[src/hdl/kmp_pkg.sv]
// shared types, sizes and codes for the kmp stream matcher
package kmp_pkg;

  localparam int MAX_PATTERN   = 64;
  localparam int POSITION_BITS = 32;
  localparam int LEN_BITS      = $clog2(MAX_PATTERN + 1);
  localparam int IDX_BITS      = (MAX_PATTERN > 1) ? $clog2(MAX_PATTERN) : 1;
  localparam int START_BITS    = (POSITION_BITS > 32) ? POSITION_BITS : 32;

  // request type codes
  localparam logic [1:0] REQ_CLEAR   = 2'd0;
  localparam logic [1:0] REQ_APPEND  = 2'd1;
  localparam logic [1:0] REQ_TEXT    = 2'd2;
  localparam logic [1:0] REQ_RESTART = 2'd3;

  // result status codes
  localparam logic [1:0] ST_OK    = 2'd0;
  localparam logic [1:0] ST_FULL  = 2'd1;
  localparam logic [1:0] ST_EMPTY = 2'd2;
  localparam logic [1:0] ST_BAD   = 2'd3;

  typedef struct packed {
    logic [1:0] req_type;
    logic [7:0] byte_value;
  } req_t;

  typedef struct packed {
    logic        match_found;
    logic [31:0] match_start;
    logic [1:0]  status;
  } rsp_t;

  // classified work item handed from the front to the engine
  typedef struct packed {
    logic       clear_all;
    logic       restart;
    logic       append;
    logic       text;
    logic [7:0] byte_value;
  } work_t;

endpackage

[src/hdl/kmp_front.sv]
// front end: accepts request beats, classifies them and queues them for the engine
module kmp_front (
  input  logic           clk,
  input  logic           rst,
  input  logic           push,
  output logic           full,
  input  kmp_pkg::req_t  req,
  output logic           work_valid,
  output kmp_pkg::work_t work,
  input  logic           work_pop
);

  kmp_pkg::work_t slots [2];
  kmp_pkg::work_t cls;
  logic [1:0]     count;
  logic           wr_ptr;
  logic           rd_ptr;
  logic           push_ok;
  logic           pop_ok;

  // decode the request type into one flag per kind of work
  always_comb begin
    cls            = '0;
    cls.byte_value = req.byte_value;
    unique case (req.req_type)
      kmp_pkg::REQ_CLEAR:   cls.clear_all = 1'b1;
      kmp_pkg::REQ_APPEND:  cls.append    = 1'b1;
      kmp_pkg::REQ_TEXT:    cls.text      = 1'b1;
      kmp_pkg::REQ_RESTART: cls.restart   = 1'b1;
      default:              cls.restart   = 1'b1;
    endcase
  end

  assign full       = (count == 2'd2);
  assign work_valid = (count != 2'd0);
  assign work       = slots[rd_ptr];
  assign push_ok    = push && !full;
  assign pop_ok     = work_pop && work_valid;

  // queue pointers and fill count
  always_ff @(posedge clk) begin
    if (rst) begin
      count  <= 2'd0;
      wr_ptr <= 1'b0;
      rd_ptr <= 1'b0;
    end else begin
      if (push_ok) wr_ptr <= ~wr_ptr;
      if (pop_ok)  rd_ptr <= ~rd_ptr;
      if (push_ok && !pop_ok)      count <= count + 2'd1;
      else if (pop_ok && !push_ok) count <= count - 2'd1;
    end
  end

  // queue storage
  always_ff @(posedge clk) begin
    if (push_ok) slots[wr_ptr] <= cls;
  end

endmodule

[src/hdl/kmp_engine.sv]
// back end: pattern build and text matching by failure link walks over the pattern memories
module kmp_engine (
  input  logic           clk,
  input  logic           rst,
  input  logic           work_valid,
  input  kmp_pkg::work_t work,
  output logic           work_pop,
  input  logic           res_full,
  output logic           res_push,
  output kmp_pkg::rsp_t  res
);

  localparam logic [1:0] S_IDLE = 2'd0;
  localparam logic [1:0] S_CMP  = 2'd1;
  localparam logic [1:0] S_EMIT = 2'd2;

  localparam logic [kmp_pkg::LEN_BITS-1:0] MAX_LEN =
    kmp_pkg::LEN_BITS'(kmp_pkg::MAX_PATTERN);
  localparam logic [kmp_pkg::LEN_BITS-1:0] LEN_ONE = kmp_pkg::LEN_BITS'(1);
  localparam logic [kmp_pkg::POSITION_BITS-1:0] POS_ONE =
    kmp_pkg::POSITION_BITS'(1);

  logic [1:0] state, state_next;
  kmp_pkg::work_t op, op_next;

  logic [kmp_pkg::LEN_BITS-1:0] len, len_next;
  logic [kmp_pkg::LEN_BITS-1:0] bpl, bpl_next;
  logic [kmp_pkg::LEN_BITS-1:0] matched, matched_next;
  logic [kmp_pkg::LEN_BITS-1:0] cur, cur_next;
  logic [kmp_pkg::LEN_BITS-1:0] rd_addr;
  logic [kmp_pkg::POSITION_BITS-1:0] pos, pos_next;

  logic [7:0]                   pattern_mem [kmp_pkg::MAX_PATTERN];
  logic [kmp_pkg::LEN_BITS-1:0] link_mem    [kmp_pkg::MAX_PATTERN + 1];
  logic [7:0]                   p_rd;
  logic [kmp_pkg::LEN_BITS-1:0] f_rd;
  logic [kmp_pkg::IDX_BITS-1:0] p_raddr;

  logic                              mem_we;
  logic [kmp_pkg::LEN_BITS-1:0]      link_wval;
  logic                              walk_more;
  logic                              pat_full;
  logic                              pos_sat;
  logic [kmp_pkg::POSITION_BITS-1:0] start_pos;
  logic [kmp_pkg::START_BITS-1:0]    start_wide;

  // sequencer: take a work beat, walk failure links one per cycle, emit one result
  always_comb begin
    state_next   = state;
    op_next      = op;
    len_next     = len;
    bpl_next     = bpl;
    matched_next = matched;
    cur_next     = cur;
    pos_next     = pos;
    rd_addr      = cur;
    work_pop     = 1'b0;
    res_push     = 1'b0;
    res          = '0;
    mem_we       = 1'b0;

    pat_full   = (len >= MAX_LEN);
    pos_sat    = (pos == '1);
    walk_more  = (cur != '0) && ((cur >= len) || (p_rd != op.byte_value));
    start_pos  = pos - kmp_pkg::POSITION_BITS'(len) + POS_ONE;
    start_wide = kmp_pkg::START_BITS'(start_pos);
    link_wval  = (len == '0) ? '0 : cur;

    unique case (state)
      S_IDLE: begin
        if (work_valid) begin
          work_pop   = 1'b1;
          op_next    = work;
          state_next = S_EMIT;
          if (work.append && !pat_full && (len != '0)) begin
            cur_next   = bpl;
            rd_addr    = bpl;
            state_next = S_CMP;
          end else if (work.text && (len != '0)) begin
            cur_next   = matched;
            rd_addr    = matched;
            state_next = S_CMP;
          end
        end
      end
      S_CMP: begin
        if (walk_more) begin
          cur_next = f_rd;
          rd_addr  = f_rd;
        end else begin
          if ((cur < len) && (p_rd == op.byte_value)) cur_next = cur + LEN_ONE;
          state_next = S_EMIT;
        end
      end
      S_EMIT: begin
        if (!res_full) begin
          res_push   = 1'b1;
          state_next = S_IDLE;
          if (op.clear_all) begin
            len_next     = '0;
            bpl_next     = '0;
            matched_next = '0;
            pos_next     = '0;
          end else if (op.restart) begin
            matched_next = '0;
            pos_next     = '0;
          end else if (op.append) begin
            if (pat_full) begin
              res.status = kmp_pkg::ST_FULL;
            end else begin
              mem_we   = 1'b1;
              bpl_next = link_wval;
              len_next = len + LEN_ONE;
            end
          end else begin
            if (!pos_sat) pos_next = pos + POS_ONE;
            if (len == '0) begin
              res.status = kmp_pkg::ST_EMPTY;
            end else begin
              matched_next = cur;
              if (cur == len) begin
                res.match_found = 1'b1;
                res.match_start = start_wide[31:0];
              end
            end
          end
        end
      end
      default: state_next = S_IDLE;
    endcase
  end

  // control and match state
  always_ff @(posedge clk) begin
    if (rst) begin
      state   <= S_IDLE;
      len     <= '0;
      bpl     <= '0;
      matched <= '0;
      pos     <= '0;
    end else begin
      state   <= state_next;
      len     <= len_next;
      bpl     <= bpl_next;
      matched <= matched_next;
      pos     <= pos_next;
    end
  end

  // working registers
  always_ff @(posedge clk) begin
    op  <= op_next;
    cur <= cur_next;
  end

  // pattern and link memories, registered reads
  assign p_raddr = (rd_addr < MAX_LEN) ? rd_addr[kmp_pkg::IDX_BITS-1:0] : '0;

  always_ff @(posedge clk) begin
    if (mem_we) begin
      pattern_mem[len[kmp_pkg::IDX_BITS-1:0]] <= op.byte_value;
      link_mem[len + LEN_ONE]                 <= link_wval;
    end
    p_rd <= pattern_mem[p_raddr];
    f_rd <= link_mem[rd_addr];
  end

endmodule

[src/hdl/kmp_result_fifo.sv]
// two-entry result queue between the engine and the result port
module kmp_result_fifo (
  input  logic          clk,
  input  logic          rst,
  input  logic          wr_push,
  input  kmp_pkg::rsp_t wr_data,
  output logic          wr_full,
  output logic          empty,
  input  logic          pop,
  output kmp_pkg::rsp_t rsp
);

  kmp_pkg::rsp_t slots [2];
  logic [1:0]    count;
  logic          wr_ptr;
  logic          rd_ptr;
  logic          push_ok;
  logic          pop_ok;

  assign wr_full = (count == 2'd2);
  assign empty   = (count == 2'd0);
  assign rsp     = slots[rd_ptr];
  assign push_ok = wr_push && !wr_full;
  assign pop_ok  = pop && !empty;

  // pointers and fill count
  always_ff @(posedge clk) begin
    if (rst) begin
      count  <= 2'd0;
      wr_ptr <= 1'b0;
      rd_ptr <= 1'b0;
    end else begin
      if (push_ok) wr_ptr <= ~wr_ptr;
      if (pop_ok)  rd_ptr <= ~rd_ptr;
      if (push_ok && !pop_ok)      count <= count + 2'd1;
      else if (pop_ok && !push_ok) count <= count - 2'd1;
    end
  end

  // result storage
  always_ff @(posedge clk) begin
    if (push_ok) slots[wr_ptr] <= wr_data;
  end

endmodule

[src/hdl/kmp_stream_matcher_top.sv]
// top level of the kmp stream matcher
// Request channel: push/full with req (req_type, byte_value). A beat is taken
// when push is high and full is low. Types: clear all, append pattern byte,
// text byte, restart text. Every request beat yields exactly one result beat.
// Result channel: empty/pop with rsp (match_found, match_start, status). The
// oldest result sits on rsp while empty is low and leaves when pop is high.
// Flow: clear, restart, a dropped pattern byte, the first pattern byte and
// text with an empty pattern go straight from the taken beat to the result;
// any other append or text byte first walks failure links until the byte
// compares equal or the walk reaches the start of the pattern. The engine
// reads the pattern and link memories once per cycle; over a text stream it
// follows at most about one failure link per byte on average. It takes a
// new request only after its result has gone to the result queue. Two-entry
// queues on both sides let requests be taken while results wait; when pop
// stays low the result queue fills, the engine holds its finished result
// and the request queue then raises full.
// Reset (rst, synchronous): empties both queues and clears pattern length,
// border length, match length and text position; memory contents are kept.
module kmp_stream_matcher_top (
  input  logic          clk,
  input  logic          rst,
  input  logic          push,
  output logic          full,
  input  kmp_pkg::req_t req,
  output logic          empty,
  input  logic          pop,
  output kmp_pkg::rsp_t rsp
);

  logic           work_valid;
  logic           work_pop;
  kmp_pkg::work_t work;
  logic           res_full;
  logic           res_push;
  kmp_pkg::rsp_t  res;

  // request intake and classification
  kmp_front u_front (
    .clk        (clk),
    .rst        (rst),
    .push       (push),
    .full       (full),
    .req        (req),
    .work_valid (work_valid),
    .work       (work),
    .work_pop   (work_pop)
  );

  // matching engine
  kmp_engine u_engine (
    .clk        (clk),
    .rst        (rst),
    .work_valid (work_valid),
    .work       (work),
    .work_pop   (work_pop),
    .res_full   (res_full),
    .res_push   (res_push),
    .res        (res)
  );

  // result queue
  kmp_result_fifo u_result (
    .clk     (clk),
    .rst     (rst),
    .wr_push (res_push),
    .wr_data (res),
    .wr_full (res_full),
    .empty   (empty),
    .pop     (pop),
    .rsp     (rsp)
  );

endmodule

[config.mk]
export PLATFORM = sky130hd
export DESIGN_NAME = kmp_stream_matcher_top
export DESIGN_NICKNAME = d
export VERILOG_FILES = /design/src/hdl/kmp_pkg.sv /design/src/hdl/kmp_front.sv /design/src/hdl/kmp_engine.sv /design/src/hdl/kmp_result_fifo.sv /design/src/hdl/kmp_stream_matcher_top.sv
export SDC_FILE = /design/constraint.sdc
export NUM_CORES = 2
export LEC_CHECK = 0
export BUFFER_PORTS_ARGS = -buffer_cell sky130_fd_sc_hd__clkbuf_2
export CAP_MARGIN = 20
export CORE_MARGIN = 4
export CORE_UTILIZATION = 40
export DETAILED_ROUTE_END_ITERATION = 8
export GPL_TIMING_DRIVEN = 1
export PLACE_DENSITY_LB_ADDON = 0.2
export SKIP_CTS_REPAIR_TIMING = 1
export SYNTH_ARGS = -nofsm -noshare
export SYNTH_HDL_FRONTEND = slang
export SYNTH_HIERARCHICAL = 1
export SYNTH_SLANG_ARGS = --single-unit
[constraint.sdc]
create_clock -name clk -period 5.2 [get_ports clk]
set_input_delay 0.26 -clock clk [delete_from_list [all_inputs] [get_ports clk]]
set_output_delay 0.26 -clock clk [all_outputs]
set_load 0.01 [all_outputs]
==> results_dict.tcl <==
set metrics [dict create \
    routed_via_density 5.52 \
    post_route_cells_drive_above_1_share_pct 12.2 \
    setup-violations-final 0 \
    syn2layout_area_growth_pct 13.8 \
    grt.total_usage_pct 20.2 \
    row_count 128 \
    setup.reg_to_reg.worst_slack_ns 0.23 \
    first_global_vias 29786 \
    detailroute.via_count 31219 \
    startpoint_type "register" \
    crit_type "reg2reg" \
    syn_area_um2 49000 \
    worst_setup_path_end_kind "register" \
    grt_antenna_before_repair 0 \
    die-area_um2 128000 \
    power_density_nw_per_um2 565 \
    slowest_delay_ns 0.78 \
    post_layout_minimum_cycle_time_ns 4.97 \
    core_region_area_um2 122000 \
    ys_warn_count 6 \
    synth_async_sr_flop_share_pct 0 \
    detail_route.iter0.violations 3364 \
    n_diodes 0 \
    ff_latch_area_um2 34000 \
    numClockSinks 1159 \
    clk_pin_slew_ns 0.06 \
    netlist.top_cell.by_area "sky130_fd_sc_hd__edfxtp_1" \
    fin_tns_setup_ns 0 \
    outcome "complete, but fails checks" \
    tritoncts_clock_tree "yes" \
    clock-skew-final_ns 0.0290 \
    hold_viol 2 \
    die-height_um 358 \
    worstPathBufferInverterCount 2 \
    worst_ir_drop_vdd_mv 0.431 \
    relSlewSlack_pct 28.2 \
    synth_nets 3890 \
    gr-total-overflow 0 \
    clk_latency_ns 0.74 \
    cells_after_synth 3800 \
    drt_pass1_iterations 5 \
    synth_ff_type "sky130_fd_sc_hd__edfxtp_1" \
    number_of_synthesized_flops_with_an_enable_pin 1079 \
    leakage_nw 19.2 \
    cts_made_buffers 121 \
    design.portCount 51 \
    crit_fanout 29 \
    drcViolationCount 0 \
    combined_area_of_the_multi_input_logic_cells_um2 13900 \
    synth.yosys.seq_area_share_pct 69.5 \
    drtAntennaViolNets 0 \
    yosys_register_bits 1159 \
    numPortBuffers 50 \
    synth_area_per_cell_um2 12.9 \
    rsz0062_at_grt "no" \
    data_arrival_time_of_the_critical_path_ns 5.60 \
    post-synth-top-area-fraction_pct 66.2 \
    num-fill-cells 11012 \
    holdWs_ns -0.0213 \
    totalPowerFinal_mw 31.4 \
    grt_first_pass_wirelength_um 196000 \
    place_hpwl_um 79700 \
    timing.critical_path.max_delay_family "compound AO/OA/AOI/OAI gates" \
    violations "negative hold slack" \
    wl_um 131000 \
    initial_core_util_pct 40.2 \
    worst-slew-pin-transition_ns 1.07 \
    fmax_mhz 201 \
    clock_tree.buffer_depth 3 \
    h-tree-depth 3 \
    timing.critical_path.slowest_stage_cell "sky130_fd_sc_hd__a2111oi_0" \
    report.final.slew_viol_count 0 \
    wl_per_cell_um 23.1 \
    path_category_of_the_worst_min_delay_check "in2reg" \
    crit_path_cell_trace "inv_1 > ha_1 > nand4_1 > a21oi_1 > nor4_2 > nand2_1 > a311o_2 > nor2_8 > buf_12 > mux4_2 > a2111oi_0 > o21ai_1 > a32o_1" \
    fin_nets 4020 \
    timing.max_cap.violations 0 \
    finalWeightedCongestion 0.852 \
    worst-endpoint-required_ns 5.83 \
    floorplan.die.width_um 358 \
    synth.distinct_cells 92 \
    pin_count_of_the_biggest_net_entering_global_routing 153 \
    synth_area_leaders "sky130_fd_sc_hd__edfxtp_1, sky130_fd_sc_hd__nand2_1, sky130_fd_sc_hd__dfxtp_1" \
    cts_root_buf "sky130_fd_sc_hd__clkbuf_16" \
    post-route-period-util_pct 95.5 \
]
-- cells in the final DEF (no fill, tap or decap), types with 42 or more instances in the layout --
cell                           n
sky130_fd_sc_hd__and3_1       80
sky130_fd_sc_hd__clkbuf_16   121
sky130_fd_sc_hd__buf_4       137
sky130_fd_sc_hd__clkbuf_2     50
sky130_fd_sc_hd__o21ai_0      73
sky130_fd_sc_hd__a311oi_1     42
sky130_fd_sc_hd__mux2_2       63
sky130_fd_sc_hd__nand2_1     754
sky130_fd_sc_hd__ha_1         75
sky130_fd_sc_hd__mux2i_1      99
sky130_fd_sc_hd__edfxtp_1   1079
sky130_fd_sc_hd__a21oi_1     143
sky130_fd_sc_hd__dfxtp_1      79
sky130_fd_sc_hd__nor2_1      285
sky130_fd_sc_hd__inv_1        59
sky130_fd_sc_hd__nand3_1     241
sky130_fd_sc_hd__xnor2_1      54
sky130_fd_sc_hd__nor3_1       51
-- per-layer routing --
layer | vias to the layer above | track usage, % | part of all wire, %
met4 | 0 | 5.74 | 2.6
met5 | - | 0 | 0
met3 | 208 | 2.82 | 6.5
li1 | 14327 | - | -
met1 | 15617 | 30.1 | 46
met2 | 1067 | 30.9 | 45
-- cell usage after synthesis, drive strengths merged (14+ instances only) --
cell type / number
a211oi: 14
o22ai: 24
a22oi: 20
nor2: 294
a221oi: 14
o211ai: 29
nand4: 14
buf: 114
clkbuf: 94
nand3: 243
xnor2: 54
a311oi: 43
mux2: 66
dfxtp: 80
and2: 14
nand2: 757
ha: 75
a21oi: 144
o221ai: 17
nor3: 53
o21ai: 80
xor2: 24
edfxtp: 1079
a31oi: 38
and3: 82
mux2i: 100
inv: 59
-- through the flow --
stage	std cells	instance area [µm²]	hold WS, ns	setup slack [ns]	utilization (%)
2_1_floorplan	3800	49000	0.329	1.08	-
5_1_grt	5655	55700	0.0143	0.0392	45.8
3_5_place_dp	5419	51700	0.447	0.129	42.5
6_report	5655	55700	-0.0213	0.232	45.8
4_1_cts	5642	55500	-0.338	0.0750	45.6
3_3_place_gp	5419	51700	0.438	0.202	42.5
-- where the power goes --
group	internal (mW)	switching (mW)	total, mW	leakage [nW]
sequential	11.1	0.270	11.4	10.5
clock	4.72	3.63	8.35	1.87
combinational	3.62	8.08	11.7	6.80
total	19.5	12.0	31.4	19.2
-- logic make-up after synthesis --
family          after synthesis  synth area share (%)
compound gates              533                  7.45
fa+ha+maj                    76                  1.96
buf+inv                     268                  2.42
flops                      1159                  69.5
xor+xnor                     78                  1.40
simple gates               1513                  13.4
mux                         173                  3.90
-- flip-flops by register name, summed over array words and instances (netlist names), named ones only --
name	flops
u_engine/pos	32
u_front/rd_ptr	1
u_engine/op	11
u_front/count	2
u_engine/state	2
u_result/count	2
u_engine/matched	7
u_engine/len	7
u_engine/p_rd	8
u_engine/pattern_mem	512
u_engine/f_rd	7
u_engine/cur	7
u_engine/bpl	7
u_result/slots	70
u_engine/link_mem	455
u_front/slots	24
u_result/wr_ptr	1
u_result/rd_ptr	1
u_front/wr_ptr	1
-- tightest hold or removal path: stages --
cell,delay [ns]
sky130_fd_sc_hd__clkbuf_2,0.08
sky130_fd_sc_hd__o21ai_0,0.15
sky130_fd_sc_hd__xor2_1,0.11
sky130_fd_sc_hd__nor2_1,0.08
-- final cells by class --
cell class | instances | share of cell area, %
Sequential cell | 1159 | 61.1
Multi-Input combinational cell | 2373 | 24.9
Clock buffer | 150 | 5.70
Tap cell | 1625 | 3.65
Timing Repair Buffer | 215 | 3.09
Clock inverter | 73 | 1.16
Inverter | 60 | 0.404
-- path summary, 6_finish.rpt --
kind                        from                  end  depth (start not counted)
max              u_engine/len[6]     u_engine/p_rd[2]                         13
min                          pop             register                          4
max reg2reg      u_engine/len[6]     u_engine/p_rd[2]                         13
min reg2reg  u_engine/matched[3]  u_engine/matched[3]                          2
(Power assumes the default switching activity.)
